## config.mk

```make
export PLATFORM = sky130hd
export DESIGN_NAME = accumulator_cpu_execute
export DESIGN_NICKNAME = d
export VERILOG_FILES = /design/src/hw/rtl/acpu_pkg.sv /design/src/hw/rtl/acpu_muldiv.sv /design/src/hw/rtl/accumulator_cpu_execute.sv
export SDC_FILE = /design/constraint.sdc
export NUM_CORES = 1
export LEC_CHECK = 0
export BUFFER_PORTS_ARGS = -buffer_cell sky130_fd_sc_hd__buf_2
export CELL_PAD_IN_SITES_DETAIL_PLACEMENT = 0
export CELL_PAD_IN_SITES_GLOBAL_PLACEMENT = 1
export CORE_MARGIN = 2
export CORE_UTILIZATION = 50
export CTS_BUF_LIST = sky130_fd_sc_hd__clkbuf_4 sky130_fd_sc_hd__clkbuf_8
export DETAILED_ROUTE_END_ITERATION = 10
export HOLD_SLACK_MARGIN = 0.05
export PLACE_DENSITY = 0.86
export SKIP_LAST_GASP = 1
export SLEW_MARGIN = 20
export SYNTH_ARGS = -nofsm -noshare
export SYNTH_HDL_FRONTEND = slang
export SYNTH_SLANG_ARGS = --single-unit
```

## constraint.sdc

```tcl
create_clock -name clock -period 7.7 [get_ports clock]
set_input_delay 0.77 -clock clock [delete_from_list [all_inputs] [get_ports clock]]
set_output_delay 0.77 -clock clock [all_outputs]
set_load 0.02 [all_outputs]
```

## src/hw/rtl/acpu_pkg.sv

```systemverilog
// ----------------------------------------------------------------------------
// acpu_pkg
// Shared types and constants of the accumulator execute unit.
// ----------------------------------------------------------------------------
package acpu_pkg;

   localparam int unsigned DATA_W = 32;
   localparam int unsigned ADDR_W = 16;
   localparam int unsigned STEP_W = 5;

   // opcodes; 14 and 15 are illegal and have no member
   typedef enum logic [3:0] {
      OP_STOP = 4'd0,
      OP_BRZ  = 4'd1,
      OP_BRN  = 4'd2,
      OP_BRC  = 4'd3,
      OP_BRV  = 4'd4,
      OP_BRA  = 4'd5,
      OP_LDA  = 4'd6,
      OP_STA  = 4'd7,
      OP_ADD  = 4'd8,
      OP_SUB  = 4'd9,
      OP_MUL  = 4'd10,
      OP_DIV  = 4'd11,
      OP_CMP  = 4'd12,
      OP_DSP  = 4'd13
   } op_type;

   typedef enum logic [1:0] {
      ST_OK        = 2'd0,
      ST_MEM_FAULT = 2'd1,
      ST_ILLEGAL   = 2'd2,
      ST_DIV_ZERO  = 2'd3
   } status_type;

   typedef enum logic {
      S_IDLE = 1'b0,
      S_CALC = 1'b1
   } state_type;

   // bit positions in the flag register
   localparam int unsigned FLAG_Z = 0;
   localparam int unsigned FLAG_N = 1;
   localparam int unsigned FLAG_C = 2;
   localparam int unsigned FLAG_V = 3;

   localparam logic [ADDR_W-1:0] PC_STEP = ADDR_W'(3);

   typedef struct packed {
      logic start;
      logic is_div;
   } md_req_type;

   typedef struct packed {
      logic busy;
      logic done;
   } md_rsp_type;

endpackage

```

## src/hw/rtl/acpu_muldiv.sv

```systemverilog
// ----------------------------------------------------------------------------
// acpu_muldiv
// Bit-serial multiplier / restoring divider around one shared 34-bit adder.
// ----------------------------------------------------------------------------
module acpu_muldiv (
   input  logic                        clock,
   input  logic                        reset,
   input  acpu_pkg::md_req_type        md_req,
   input  logic [acpu_pkg::DATA_W-1:0] op_a,
   input  logic [acpu_pkg::DATA_W-1:0] op_b,
   output acpu_pkg::md_rsp_type        md_rsp,
   output logic [acpu_pkg::DATA_W-1:0] result
);
   import acpu_pkg::*;

   // r: partial product or remainder; s: multiplicand or quotient/dividend
   // t: multiplier or divisor
   logic [DATA_W-1:0] r_ff, r_in;
   logic [DATA_W-1:0] s_ff, s_in;
   logic [DATA_W-1:0] t_ff, t_in;
   logic [STEP_W-1:0] cnt_ff, cnt_in;
   logic              busy_ff, busy_in;
   logic              done_ff, done_in;
   logic              div_ff, div_in;

   logic [DATA_W:0]   shifted;
   logic [DATA_W:0]   add_x;
   logic [DATA_W:0]   add_y;
   logic [DATA_W+1:0] sum;

   assign shifted = {r_ff, s_ff[DATA_W-1]};
   assign add_x   = div_ff ? shifted : {1'b0, r_ff};
   assign add_y   = div_ff ? ~{1'b0, t_ff} : {1'b0, s_ff};
   assign sum     = {1'b0, add_x} + {1'b0, add_y} + (DATA_W+2)'(div_ff);

   always_comb begin
      r_in    = r_ff;
      s_in    = s_ff;
      t_in    = t_ff;
      cnt_in  = cnt_ff;
      busy_in = busy_ff;
      div_in  = div_ff;
      done_in = 1'b0;
      if (md_req.start) begin
         r_in    = '0;
         s_in    = op_a;
         t_in    = op_b;
         cnt_in  = '0;
         busy_in = 1'b1;
         div_in  = md_req.is_div;
      end else if (busy_ff) begin
         if (div_ff) begin
            // top carry set means the trial subtraction did not borrow
            r_in = sum[DATA_W+1] ? sum[DATA_W-1:0] : shifted[DATA_W-1:0];
            s_in = {s_ff[DATA_W-2:0], sum[DATA_W+1]};
         end else begin
            if (t_ff[0]) begin
               r_in = sum[DATA_W-1:0];
            end
            s_in = {s_ff[DATA_W-2:0], 1'b0};
            t_in = {1'b0, t_ff[DATA_W-1:1]};
         end
         cnt_in = cnt_ff + STEP_W'(1);
         if (cnt_ff == STEP_W'(DATA_W - 1)) begin
            busy_in = 1'b0;
            done_in = 1'b1;
         end
      end
   end

   always_ff @(posedge clock) begin
      if (reset) begin
         busy_ff <= 1'b0;
         done_ff <= 1'b0;
      end else begin
         busy_ff <= busy_in;
         done_ff <= done_in;
      end
      r_ff   <= r_in;
      s_ff   <= s_in;
      t_ff   <= t_in;
      cnt_ff <= cnt_in;
      div_ff <= div_in;
   end

   assign md_rsp.busy = busy_ff;
   assign md_rsp.done = done_ff;
   assign result      = div_ff ? s_ff : r_ff;

endmodule

```

## src/hw/rtl/accumulator_cpu_execute.sv

```systemverilog
// ----------------------------------------------------------------------------
// accumulator_cpu_execute
// Execute unit of an accumulator machine with a four-bit opcode.
// ----------------------------------------------------------------------------
// One instruction item in, one result item out. Most instructions finish in
// the cycle they are accepted and their result is offered on the next cycle,
// so they run at one item per cycle while results are taken. mul and div go
// through a bit-serial multiply/divide unit that handles one operand bit per
// cycle: such an item is accepted, the unit takes 32 steps, and its done
// strobe then writes the result back into the result registers that offer it.
// If that result is taken at once, the next item can be accepted in the
// same cycle. The block takes no new item meanwhile.
// pc_out, acc_out and the flags show the architectural registers directly.
module accumulator_cpu_execute #(
   parameter int unsigned MEM_BYTES = 65536
) (
   input  logic                        clock,
   input  logic                        reset,
   input  logic                        req_valid,
   output logic                        req_stall,
   input  logic [3:0]                  req_mode,
   input  logic                        req_immediate,
   input  logic [acpu_pkg::ADDR_W-1:0] req_operand,
   input  logic [acpu_pkg::DATA_W-1:0] req_mem_data,
   input  logic                        req_mem_ok,
   output logic                        rsp_valid,
   input  logic                        rsp_stall,
   output logic [1:0]                  rsp_status,
   output logic [acpu_pkg::ADDR_W-1:0] rsp_pc_out,
   output logic [acpu_pkg::DATA_W-1:0] rsp_acc_out,
   output logic                        rsp_flag_z,
   output logic                        rsp_flag_n,
   output logic                        rsp_flag_c,
   output logic                        rsp_flag_v,
   output logic                        rsp_write_en,
   output logic [acpu_pkg::ADDR_W-1:0] rsp_write_addr,
   output logic [acpu_pkg::DATA_W-1:0] rsp_write_data,
   output logic                        rsp_show_en,
   output logic [acpu_pkg::DATA_W-1:0] rsp_show_value
);
   import acpu_pkg::*;

   localparam logic [ADDR_W-1:0] STOP_PC = ADDR_W'((MEM_BYTES / 2) % 65536);

   state_type         state_ff, state_in;
   logic [DATA_W-1:0] acc_ff, acc_in;
   logic [ADDR_W-1:0] pc_ff, pc_in;
   logic [3:0]        flags_ff, flags_in;
   logic              pend_div_ff, pend_div_in;
   logic              rsp_valid_ff, rsp_valid_in;
   status_type        status_ff, status_in;
   logic              wen_ff, wen_in;
   logic [ADDR_W-1:0] waddr_ff, waddr_in;
   logic [DATA_W-1:0] wdata_ff, wdata_in;
   logic              sen_ff, sen_in;
   logic [DATA_W-1:0] sval_ff, sval_in;

   md_req_type        md_req;
   md_rsp_type        md_rsp;
   logic [DATA_W-1:0] md_result;

   op_type            op;
   logic              accept;
   logic              illegal;
   logic              uses_mem;
   logic              take;
   logic [DATA_W-1:0] value;
   logic [DATA_W-1:0] add_sum;
   logic [ADDR_W-1:0] pc_next;
   logic [ADDR_W-1:0] target;
   logic              acc_eq;
   logic              acc_lt;

   assign op       = op_type'(req_mode);
   // the two codes above dsp have no instruction
   assign illegal  = (req_mode > OP_DSP);
   assign value    = req_immediate ? DATA_W'(req_operand) : req_mem_data;
   assign uses_mem = (req_mode >= OP_LDA) && (req_mode <= OP_DSP)
                     && ((req_mode == OP_STA) || !req_immediate);
   assign add_sum  = acc_ff + value;
   assign pc_next  = pc_ff + PC_STEP;
   assign target   = req_operand + {req_operand[ADDR_W-2:0], 1'b0};
   assign acc_eq   = (acc_ff == value);
   assign acc_lt   = (acc_ff < value);

   assign req_stall = !((state_ff == S_IDLE) && (!rsp_valid_ff || !rsp_stall));
   assign accept    = req_valid && !req_stall;

   always_comb begin
      take = 1'b1;
      case (op)
         OP_BRZ:  take = flags_ff[FLAG_Z];
         OP_BRN:  take = flags_ff[FLAG_N];
         OP_BRC:  take = flags_ff[FLAG_C];
         OP_BRV:  take = flags_ff[FLAG_V];
         default: take = 1'b1;
      endcase
   end

   always_comb begin
      state_in     = state_ff;
      acc_in       = acc_ff;
      pc_in        = pc_ff;
      flags_in     = flags_ff;
      pend_div_in  = pend_div_ff;
      rsp_valid_in = rsp_valid_ff && rsp_stall;
      status_in    = status_ff;
      wen_in       = wen_ff;
      waddr_in     = waddr_ff;
      wdata_in     = wdata_ff;
      sen_in       = sen_ff;
      sval_in      = sval_ff;
      md_req       = '0;
      unique case (state_ff)
         S_IDLE: begin
            if (accept) begin
               rsp_valid_in = 1'b1;
               status_in    = ST_OK;
               wen_in       = 1'b0;
               waddr_in     = '0;
               wdata_in     = '0;
               sen_in       = 1'b0;
               sval_in      = '0;
               if (illegal) begin
                  status_in = ST_ILLEGAL;
               end else if (uses_mem && !req_mem_ok) begin
                  status_in = ST_MEM_FAULT;
               end else begin
                  case (op) inside
                     OP_STOP: pc_in = STOP_PC;
                     OP_BRZ, OP_BRN, OP_BRC, OP_BRV, OP_BRA: begin
                        pc_in = take ? target : pc_next;
                     end
                     OP_LDA: begin
                        acc_in = value;
                        pc_in  = pc_next;
                     end
                     OP_STA: begin
                        wen_in   = 1'b1;
                        waddr_in = req_operand;
                        wdata_in = acc_ff;
                        pc_in    = pc_next;
                     end
                     OP_ADD: begin
                        acc_in   = {16'b0, add_sum[15:0]};
                        flags_in = '0;
                        flags_in[FLAG_C] = |add_sum[15:8];
                        pc_in    = pc_next;
                     end
                     OP_SUB, OP_CMP: begin
                        flags_in = '0;
                        flags_in[FLAG_Z] = acc_eq;
                        flags_in[FLAG_N] = acc_lt;
                        if (op == OP_SUB) begin
                           acc_in = acc_ff - value;
                        end
                        pc_in = pc_next;
                     end
                     OP_MUL, OP_DIV: begin
                        if ((op == OP_DIV) && (value == '0)) begin
                           status_in = ST_DIV_ZERO;
                        end else begin
                           // result is offered once the shared unit is done
                           rsp_valid_in  = 1'b0;
                           md_req.start  = 1'b1;
                           md_req.is_div = (op == OP_DIV);
                           pend_div_in   = (op == OP_DIV);
                           state_in      = S_CALC;
                        end
                     end
                     OP_DSP: begin
                        sen_in  = 1'b1;
                        sval_in = value;
                        pc_in   = pc_next;
                     end
                     default: ;
                  endcase
               end
            end
         end
         S_CALC: begin
            if (md_rsp.done) begin
               rsp_valid_in = 1'b1;
               status_in    = ST_OK;
               wen_in       = 1'b0;
               waddr_in     = '0;
               wdata_in     = '0;
               sen_in       = 1'b0;
               sval_in      = '0;
               pc_in        = pc_next;
               flags_in     = '0;
               if (pend_div_ff) begin
                  acc_in           = {16'b0, md_result[15:0]};
                  flags_in[FLAG_V] = |md_result[15:8];
               end else begin
                  acc_in           = md_result;
                  flags_in[FLAG_V] = |md_result[DATA_W-1:8];
               end
               state_in = S_IDLE;
            end
         end
         default: state_in = S_IDLE;
      endcase
   end

   always_ff @(posedge clock) begin
      if (reset) begin
         state_ff     <= S_IDLE;
         acc_ff       <= '0;
         pc_ff        <= '0;
         flags_ff     <= '0;
         rsp_valid_ff <= 1'b0;
      end else begin
         state_ff     <= state_in;
         acc_ff       <= acc_in;
         pc_ff        <= pc_in;
         flags_ff     <= flags_in;
         rsp_valid_ff <= rsp_valid_in;
      end
      pend_div_ff <= pend_div_in;
      status_ff   <= status_in;
      wen_ff      <= wen_in;
      waddr_ff    <= waddr_in;
      wdata_ff    <= wdata_in;
      sen_ff      <= sen_in;
      sval_ff     <= sval_in;
   end

   acpu_muldiv u_muldiv (
      .clock  (clock),
      .reset  (reset),
      .md_req (md_req),
      .op_a   (acc_ff),
      .op_b   (value),
      .md_rsp (md_rsp),
      .result (md_result)
   );

   assign rsp_valid      = rsp_valid_ff;
   assign rsp_status     = status_ff;
   assign rsp_pc_out     = pc_ff;
   assign rsp_acc_out    = acc_ff;
   assign rsp_flag_z     = flags_ff[FLAG_Z];
   assign rsp_flag_n     = flags_ff[FLAG_N];
   assign rsp_flag_c     = flags_ff[FLAG_C];
   assign rsp_flag_v     = flags_ff[FLAG_V];
   assign rsp_write_en   = wen_ff;
   assign rsp_write_addr = waddr_ff;
   assign rsp_write_data = wdata_ff;
   assign rsp_show_en    = sen_ff;
   assign rsp_show_value = sval_ff;

   // no new item while the shared unit works
   a_no_accept_in_calc: assert property (@(posedge clock) disable iff (reset)
      (state_ff == S_CALC) |-> req_stall)
      else $error("item accepted during mul/div");

   a_done_only_in_calc: assert property (@(posedge clock) disable iff (reset)
      md_rsp.done |-> (state_ff == S_CALC))
      else $error("mul/div done outside calc state");

   a_unit_busy_in_calc: assert property (@(posedge clock) disable iff (reset)
      md_rsp.busy |-> (state_ff == S_CALC) && !rsp_valid_ff)
      else $error("mul/div busy while idle or result pending");

   a_error_no_side_effect: assert property (@(posedge clock) disable iff (reset)
      (rsp_valid_ff && (status_ff != ST_OK)) |-> (!wen_ff && !sen_ff))
      else $error("failed item writes or shows");

endmodule
```

# Word level (Yosys, flattened, before mapping)
# Cells that the tools add are included.
# word_totals
reg_bits	243
inputBits	58
output_inout_bits	138
elab_cells	266
# classes
n_addsub	7
magnitude_cmp	4
eq_ne	30
muxes	159
bitwise_logic	14
n_reduce_logical	33
# ops
op	n
two-way mux 32 bit	41
two-way mux 16 bit	21
case mux 32 bit (2 select lines)	3
two-way mux 33 bit	2
case mux 16 bit (2 select lines)	2
two-way mux 1 bit	49
two-way mux 2 bit	24
two-way mux 4 bit	10
adder 33 x 33 -> 34 bit	1
adder 34 x 1 -> 34 bit	1
NOT 32 -> 33 bit	1
adder 16 bit	2
equality test 32 bit	1
zero test 32 bit	1
less-than comparator 32 bit	1
subtractor 32 bit	1
equality test 4 bit (second input constant)	6
OR reduction 24 bit	1
AND reduction 9 bit	2
OR reduction 17 bit	1
adder 16 x 2 -> 16 bit (second input constant)	1
equality test 4 x 3 -> 1 bit (second input constant)	4
!= test 2 bit (second input constant)	8
OR reduction 8 bit	2
29 further kinds	61

# Longest topological paths before layout
# Gate-level depths: netlist of run 1.
# depth
depth_word	17
ltp_mapped	20
ltp_nobuf	15

# Modules after synthesis
# A second synthesis of run 1 with hierarchy kept.
# hier_totals
cells_unflattened	1969
area_unflattened_um2	16980.0
# modules_own_cells
module	n_inst	cells_each	area_each_um2	seq_area_each_um2
accumulator_cpu_execute	1	1154	9919.5	3633.5
acpu_muldiv	1	815	7060.5	2732.6

# Least setup slack after synthesis of run 1
# Ideal clock, no wire load.
# synth_timing
path_type	input to register
start	input port req_immediate
end	register flags_ff[2]
setup_time_ns	0.134
arrival_time_ns	4.552
required_time_ns	7.566
path_slack_ns	3.014
cell_stages	15
path_buffers	3
cell_sequence	buf_1 clkbuf_1 clkbuf_1 mux2i_1 fa_1 o21ba_2 nor4_1 nor3_1 o31ai_1 a2111oi_0 or3_1 xnor2_1 or4_1 nor3_1 a211oi_1
# synth_between
elab_chain_cells	12
word_cells_on_any_way	18
cone_classes	1 x add/sub; 1 x eq/ne; 10 x mux; 6 x reduce/logical
# synth_rtl
element	line_no	source
from (decl)	accumulator_cpu_execute.sv:22	input logic req_immediate,
two-way mux 32 bit	accumulator_cpu_execute.sv:77	assign value = req_immediate ? DATA_W'(req_operand) : req_mem_data;
adder 16 bit	accumulator_cpu_execute.sv:80	assign add_sum = acc_ff + value;
OR reduction 8 bit	accumulator_cpu_execute.sv:147	flags_in[FLAG_C] = |add_sum[15:8];
two-way mux 4 bit (5 in series)	accumulator_cpu_execute.sv:129	case (op) inside
two-way mux 4 bit	accumulator_cpu_execute.sv:126	end else if (uses_mem && !req_mem_ok) begin
two-way mux 4 bit	accumulator_cpu_execute.sv:124	if (illegal) begin
two-way mux 4 bit	accumulator_cpu_execute.sv:116	if (accept) begin
case mux 4 bit (2 select lines)	accumulator_cpu_execute.sv:114	unique case (state_ff)
to (signal assigned)	accumulator_cpu_execute.sv:217	flags_ff <= flags_in;
to (decl)	accumulator_cpu_execute.sv:48	logic [3:0] flags_ff, flags_in;
# Parallel ways exist; a longest one is shown, timed or not. The select of a mux whose other input is x is not followed.
# A chain may end at the register's enable or synchronous reset.

# Worst setup path in the final report of run 1
# layout_timing
start	input port req_immediate
end	register u_muldiv.s_ff[13] (data pin)
# layout_between
elab_chain_cells	16
word_cells_on_any_way	20
cone_classes	14 x mux; 6 x reduce/logical
# layout_rtl
element	line_no	source
two-way mux 32 bit	accumulator_cpu_execute.sv:77	
net u_muldiv.op_b, one bit	acpu_muldiv.sv:10	input logic [acpu_pkg::DATA_W-1:0] op_b,
zero test 32 bit	accumulator_cpu_execute.sv:160	if ((op == OP_DIV) && (value == '0)) begin
logical AND 1 bit	accumulator_cpu_execute.sv:160	
two-way mux 2 bit	accumulator_cpu_execute.sv:160	
two-way mux 2 bit (7 in series)	accumulator_cpu_execute.sv:129	
two-way mux 2 bit	accumulator_cpu_execute.sv:126	
two-way mux 2 bit	accumulator_cpu_execute.sv:124	
two-way mux 2 bit	accumulator_cpu_execute.sv:116	
two-way mux 2 bit	accumulator_cpu_execute.sv:114	
two-way mux 32 bit	acpu_muldiv.sv:44	if (md_req.start) begin
net u_muldiv.s_in[13]	acpu_muldiv.sv:19	logic [DATA_W-1:0] s_ff, s_in;
to (signal assigned)	acpu_muldiv.sv:80	s_ff <= s_in;
to (decl)	acpu_muldiv.sv:19	
# The timed path passes the listed nets, and every way through them passes these cells.

==> results of run 1 <==
==> path summary, 6_finish.rpt <==
kind                                     to  slack (ps)  depth (start not counted)
min                    rsp_valid$_SDFF_PP0_         430                          3
max             u_muldiv.s_ff[13]$_DFFE_PP_        2800                         11
max reg2reg  u_muldiv.r_ff[30]$_SDFFE_PP0P_        2940                         15
min reg2reg     rsp_pc_out[15]$_SDFFE_PP0P_         500                          2
==> routing by layer <==
layer	vias to the layer above	GRT usage, %
met5	-	0
met4	2	9.08
met3	77	6.55
met2	723	44.9
met1	7338	44.0
li1	7427	-
==> registers in the layout, indices dropped and copies added (netlist names), 2 cells and up <==
register,flops
flags_ff,4
rsp_acc_out,32
rsp_pc_out,16
rsp_show_value,32
rsp_status,2
rsp_write_addr,16
rsp_write_data,32
u_muldiv.cnt_ff,5
u_muldiv.r_ff,32
u_muldiv.s_ff,32
u_muldiv.t_ff,32
==> worst register-to-register path: cells and delay by family, from the launching register on <==
kind	cells	cell delay [ps]
AO/OA/AOI/OAI	7	1620
buffers and inverters	2	1420
flip-flops	1	320
multiplexers	1	180
AND/OR/NAND/NOR	4	780
adder cells (fa/ha/maj)	1	320
==> final cells by class <==
type / count / area [µm²] / share of cell area, %
Multi-Input combinational cell: 1545 / 9650 / 51.1
Timing Repair Buffer: 215 / 1130 / 5.96
Tap cell: 442 / 553 / 2.93
Inverter: 65 / 245 / 1.30
Clock buffer: 58 / 748 / 3.96
Clock inverter: 25 / 196 / 1.04
Sequential cell: 243 / 6370 / 33.7
==> power breakdown <==
part	switching (W)	internal, W	leakage (nW)
Combinational	0.000813	0.000553	5.41
Clock	0.000606	0.000740	0.502
Sequential	0.000151	0.00151	2.23
==> cell usage after synthesis, types with 14 or more instances <==
cell type | count | area [µm²]
a211oi_1 | 54 | 405
a21o_1 | 38 | 285
a21oi_1 | 170 | 851
a31oi_1 | 23 | 144
and2_1 | 52 | 325
and3_1 | 19 | 119
clkbuf_1 | 91 | 342
dfxtp_1 | 93 | 1860
edfxtp_1 | 150 | 4500
ha_1 | 95 | 1190
inv_1 | 65 | 244
mux2_2 | 23 | 259
mux2i_1 | 48 | 480
nand2_1 | 267 | 1000
nand2b_1 | 45 | 282
nand3_1 | 19 | 95.1
nand4_1 | 14 | 87.6
nor2_1 | 216 | 811
nor2b_1 | 19 | 119
nor3_1 | 42 | 210
nor4_1 | 26 | 163
o211ai_1 | 21 | 158
o21ai_0 | 112 | 561
o22ai_1 | 15 | 93.8
xnor2_1 | 37 | 324
xor2_1 | 28 | 245
==> cell families (layout without fill, tap and decap cells) <==
logic type	after synthesis	count (layout)	share of synthesized area (%)
mux	71	71	4.44
buf+inv	177	363	4.10
xor+xnor	65	65	3.42
fa+ha+maj	100	100	7.74
flops	243	243	38.3
simple gates	763	763	21.3
compound gates	546	546	20.8
==> layout by cell type (no fill, tap or decap), types with 10 or more instances in the layout <==
| cell | netlist | routed |
|---|---|---|
| a211oi_1 | 54 | 54 |
| a21o_1 | 38 | 38 |
| a21oi_1 | 170 | 170 |
| a31oi_1 | 23 | 23 |
| and2_1 | 52 | 52 |
| and3_1 | 19 | 19 |
| buf_2 | 11 | 195 |
| buf_4 | 1 | 20 |
| clkbuf_8 | 0 | 50 |
| clkinv_1 | 0 | 11 |
| clkinv_2 | 0 | 10 |
| dfxtp_1 | 93 | 93 |
| edfxtp_1 | 150 | 150 |
| ha_1 | 95 | 95 |
| inv_1 | 65 | 64 |
| mux2_2 | 23 | 23 |
| mux2i_1 | 48 | 48 |
| nand2_1 | 267 | 266 |
| nand2b_1 | 45 | 45 |
| nand3_1 | 19 | 18 |
| nand4_1 | 14 | 14 |
| nor2_1 | 216 | 215 |
| nor2b_1 | 19 | 19 |
| nor3_1 | 42 | 40 |
| nor4_1 | 26 | 25 |
| o211ai_1 | 21 | 21 |
| o21a_1 | 10 | 10 |
| o21ai_0 | 112 | 110 |
| o22ai_1 | 15 | 15 |
| o31ai_1 | 10 | 10 |
| or3_1 | 11 | 11 |
| xnor2_1 | 37 | 37 |
| xor2_1 | 28 | 28 |
==> metrics by stage <==
step,hold WS [ps],instance area (µm²),util [%]
2_1_floorplan,459,16600,-
3_3_place_gp,484,17900,55.0
3_5_place_dp,491,17900,55.0
4_1_cts,400,18900,57.9
5_1_grt,431,18900,57.9
6_report,432,18900,57.9
==> impl_metrics.tcl, run 1 <==
set metrics [dict create \
    clockRootBuffer "clkbuf_8" \
    postCtsResizedCells 0 \
    grt_pass1_wl_um 82500 \
    report.final.slew_viol_count 0 \
    area_delta_synth_final_pct 13.5 \
    cts_sinks 243 \
    path_cells "buf_2, mux2i_1, inv_1, nor4_1, nand4_1, o21a_1, nor3b_1, nand3_4, clkinv_2, nand2_1, nand2_1" \
    clock_skew_ps 45.4 \
    clock_latency_ps 640 \
    final_cell_count_no_fill 2593 \
    clk_path_buf_depth 3 \
    critPathMostFrequentCell "nand2_1" \
    cts_tree "built" \
    synth-edff-count 150 \
    crit_required_ps 8080 \
    numCtsBuffers 45 \
    netlist_area_um2 16600 \
    setup-tns-final_ps 0 \
    drc_errors 0 \
    dr.max_layer_used "met5" \
    core_region_area_um2 32600 \
    grt_overflow 0 \
    io_pins 196 \
    p_per_area_nw_per_um2 232 \
    syn_nets 2123 \
    synthCells 1965 \
    vias_per_cell 6.00 \
    vdd_drop_max_v 0.000183 \
    ys_types 70 \
    h-tree-depth 2 \
    setup.worst_path.class "in -> reg" \
    worstMarginPinSlew_ps 1130 \
    post-dp-hpwl_um 39200 \
    setup.worst_path.start "req_immediate" \
    antenna_found_initial 1 \
    rsz0062_at_grt "false" \
    synth-warning-count 0 \
    finalSetupViolations 0 \
    final_hold_viol_count 0 \
    dr_wl_met2_um 23000 \
    max_stage_delay_ps 940 \
    gp_congestion 0.960 \
    async_reset_ff_share_pct 0 \
    fin_ws_ps 2800 \
    r2r-start "u_muldiv.div_ff$_SDFFCE_PP0P_" \
    yosysSeqAreaShare_pct 38.3 \
    critPathBufInv 3 \
    fin_crit_sh_pct 63.6 \
    postRouteAntennaNets 0 \
    crit_family "buffers and inverters" \
    total_power_w 0.00437 \
    routed_wl_um 53800 \
    finalNetCount 2273 \
    vias 15600 \
    fmax_mhz 204 \
    grt_pass1_vias 14300 \
    postCtsSetupBuffers 0 \
    die_area_um2 34800 \
    wl_per_cell_um 20.7 \
    row_count 66 \
    total_leakage_power_nw 8.14 \
    dr_wl_met3_um 5200 \
    numPortBuffers 195 \
    synth_flop_cell "edfxtp_1" \
    fp.dieH_um 186 \
    cp-end-kind "flip-flop" \
    max-slew-margin-rel_pct 24.5 \
    drv_cap 0 \
    track_usage_pct 30.2 \
    cts.clk_slew.worst_paths_ps 60 \
    synth_area_per_cell_um2 8.47 \
    outcome "completed" \
    final.fill_count 3035 \
    arrival_ps 5280 \
    postCtsHoldBufs 0 \
    place_ws_ps 2410 \
    min_from "rsp_stall" \
    finalCriticalPeriod_ps 4900 \
    crit_slowest_cell "clkinv_2" \
    wl_met1_um 24300 \
    dr.pass1.iters 7 \
    crit_fanout 62 \
    die_w_um 186 \
    drt_iter0_markers 1369 \
    drive_gt1_share_pct 15.5 \
    dp_cells 2510 \
    diodes 0 \
    grt_max_degree 102 \
    ys_seq_elements 243 \
    start_util_pct 51.0 \
    start_kind "input port" \
    hold_path.class "in -> reg" \
]
Power figures use the tool's default switching activity.
==> run 2, diff against run 1 <==
--- a/config.mk
+++ b/config.mk
@@ -9,11 +9,11 @@
 export CELL_PAD_IN_SITES_DETAIL_PLACEMENT = 0
 export CELL_PAD_IN_SITES_GLOBAL_PLACEMENT = 1
 export CORE_MARGIN = 2
-export CORE_UTILIZATION = 50
+export CORE_UTILIZATION = 46
 export CTS_BUF_LIST = sky130_fd_sc_hd__clkbuf_4 sky130_fd_sc_hd__clkbuf_8
 export DETAILED_ROUTE_END_ITERATION = 10
 export HOLD_SLACK_MARGIN = 0.05
-export PLACE_DENSITY = 0.86
+export PLACE_DENSITY = 0.8
 export SKIP_LAST_GASP = 1
 export SLEW_MARGIN = 20
 export SYNTH_ARGS = -nofsm -noshare
==> constraint.sdc (replaced) <==
create_clock -name clock -period 5 [get_ports clock]
set_input_delay 0.5 -clock clock [delete_from_list [all_inputs] [get_ports clock]]
set_output_delay 0.5 -clock clock [all_outputs]
set_load 0.02 [all_outputs]
==> impl_metrics.tcl, run 2 (same netlist as run 1, synthesis figures left out) <==
set metrics [dict create \
    outcome "completed" \
    numCtsBuffers 45 \
    setup.worst_path.class "reg -> reg" \
    clock_skew_ps 37.6 \
    track_usage_pct 28.0 \
    cts_tree "built" \
    gp_congestion 0.944 \
    pwr-share-comb_pct 31.6 \
    final_area_um2 19100 \
    cts.clk_slew.worst_paths_ps 60 \
    postCtsHoldBufs 0 \
    grt_overflow 0 \
    grt_pass1_wl_um 83600 \
    dpl_cell_area_um2 18100 \
    p_int_w 0.00434 \
    worstMarginPinSlew_ps 986 \
    grt_max_degree 88 \
    fp.dieH_um 194 \
    routed_wl_um 54100 \
    layout_common_cells "nand2_1 (266), nor2_1 (214), buf_2 (195)" \
    io_pins 196 \
    start_util_pct 46.8 \
    drt_iter0_markers 1203 \
    vias_per_cell 5.85 \
    die_w_um 194 \
    finalSetupViolations 0 \
    antenna_found_initial 0 \
    report.final.slew_viol_count 0 \
    r2r_slack_ps 460 \
    postCtsResizedCells 0 \
    vias 15400 \
    clock_latency_ps 620 \
    diodes 0 \
    post-dp-hpwl_um 40600 \
    arrival_ps 4980 \
    pwr-share-seq_pct 38.2 \
    max-slew-margin-rel_pct 34.3 \
    postCtsSetupBuffers 0 \
    dr.pass1.iters 6 \
    setup-tns-final_ps 0 \
    finalCriticalPeriod_ps 4540 \
    start_kind "flip-flop" \
    numPortBuffers 195 \
    crit_required_ps 5440 \
    postRouteAntennaNets 0 \
    pwr-share-clk_pct 30.1 \
    p_per_area_nw_per_um2 353 \
    row_count 69 \
    rsz0062_at_grt "false" \
    clk_path_buf_depth 3 \
    cts_sinks 243 \
    die_area_um2 37700 \
    final_hold_viol_count 0 \
    area_delta_synth_final_pct 14.7 \
    swShare_pct 35.7 \
    vdd_drop_max_v 0.000261 \
    finalNetCount 2296 \
    drc_errors 0 \
    fin_crit_sh_pct 90.8 \
    crit_fanout 22 \
    total_leakage_power_nw 8.26 \
    drv_cap 0 \
    h-tree-depth 2 \
    core_region_area_um2 35600 \
    power_switching_w 0.00240 \
    wl_per_cell_um 20.5 \
    cp-end-kind "flip-flop" \
    clockRootBuffer "clkbuf_8" \
    fmax_mhz 220 \
    final_common_cell "nand2_1" \
    hold_path.class "in -> reg" \
    drive_gt1_share_pct 16.8 \
    grt_pass1_vias 14500 \
]
==> run 2: cell types whose count changed in the layout (fill, tap and decap cells not counted), sizes merged <==
cell	before	now
bufinv	3	1
buf	215	238
clkinv	21	8
clkinvlp	0	1
inv	66	64
clkbuf	58	73
==> run 2: worst paths after layout <==
| kind | from | end | depth (start not counted) |
|---|---|---|---|
| setup / recovery | u_muldiv.div_ff$_SDFFCE_PP0P_ | u_muldiv.r_ff[2]$_SDFFE_PP0P_ | 15 |
| hold reg to reg | rsp_valid$_SDFF_PP0_ | rsp_valid$_SDFF_PP0_ | 2 |
| hold / removal | rsp_stall | rsp_valid$_SDFF_PP0_ | 3 |
| setup reg to reg | u_muldiv.div_ff$_SDFFCE_PP0P_ | u_muldiv.r_ff[2]$_SDFFE_PP0P_ | 15 |
==> run 2: worst max-delay path: stages, from the launching register on <==
cell and delay (ps):
edfxtp_1 760, buf_4 350, nor2_1 70, a21oi_1 190, ha_1 330, and3_1 250, nor4_1 480, a211oi_2 90
a21oi_1 390, o31a_1 300, o31a_4 180, o2111a_1 480, buf_12 210, nor3_1 70, a21oi_1 120, a211oi_1 80
==> run 2: power by group through the flow <==
stage	combinational (W)	sequential (W)	clock, W
detailed placement	0.00210	0.00260	0
CTS	0.00211	0.00257	0.00207
finish	0.00213	0.00258	0.00203
floorplan	0.00151	0.00257	0
global route	0.00237	0.00260	0.00214
global placement	0.00208	0.00260	0
==> run 2: area by class of cell <==
cell class	instances	area [µm²]
tap	461	577
inverter	65	245
multi-input combinational	1545	9640
sequential	243	6370
fill	3415	16500
timing repair buffer	238	1320
clock buffer	73	867
clock inverter	9	70.1
==> run 2: through the flow <==
step	std cells	setup slack, ps	util (%)	power, W	hold slack, ps
after floorplan	1965	346	-	0.00409	459
after global placement	2552	509	51.0	0.00468	479
after detailed placement	2552	401	51.0	0.00471	489
after CTS	2634	504	53.7	0.00675	117
after global routing	2634	212	53.7	0.00711	188
final	2634	460	53.7	0.00674	149
==> run 2: metal layers <==
| metal | vias to the layer above | part of all wire, % | global-route usage [%] |
|---|---|---|---|
| met5 | - | 0 | 0 |
| met1 | 7315 | 48 | 41.5 |
| met3 | 68 | 7.0 | 4.47 |
| li1 | 7489 | - | - |
| met2 | 530 | 43 | 42.3 |
| met4 | 0 | 2.0 | 7.46 |
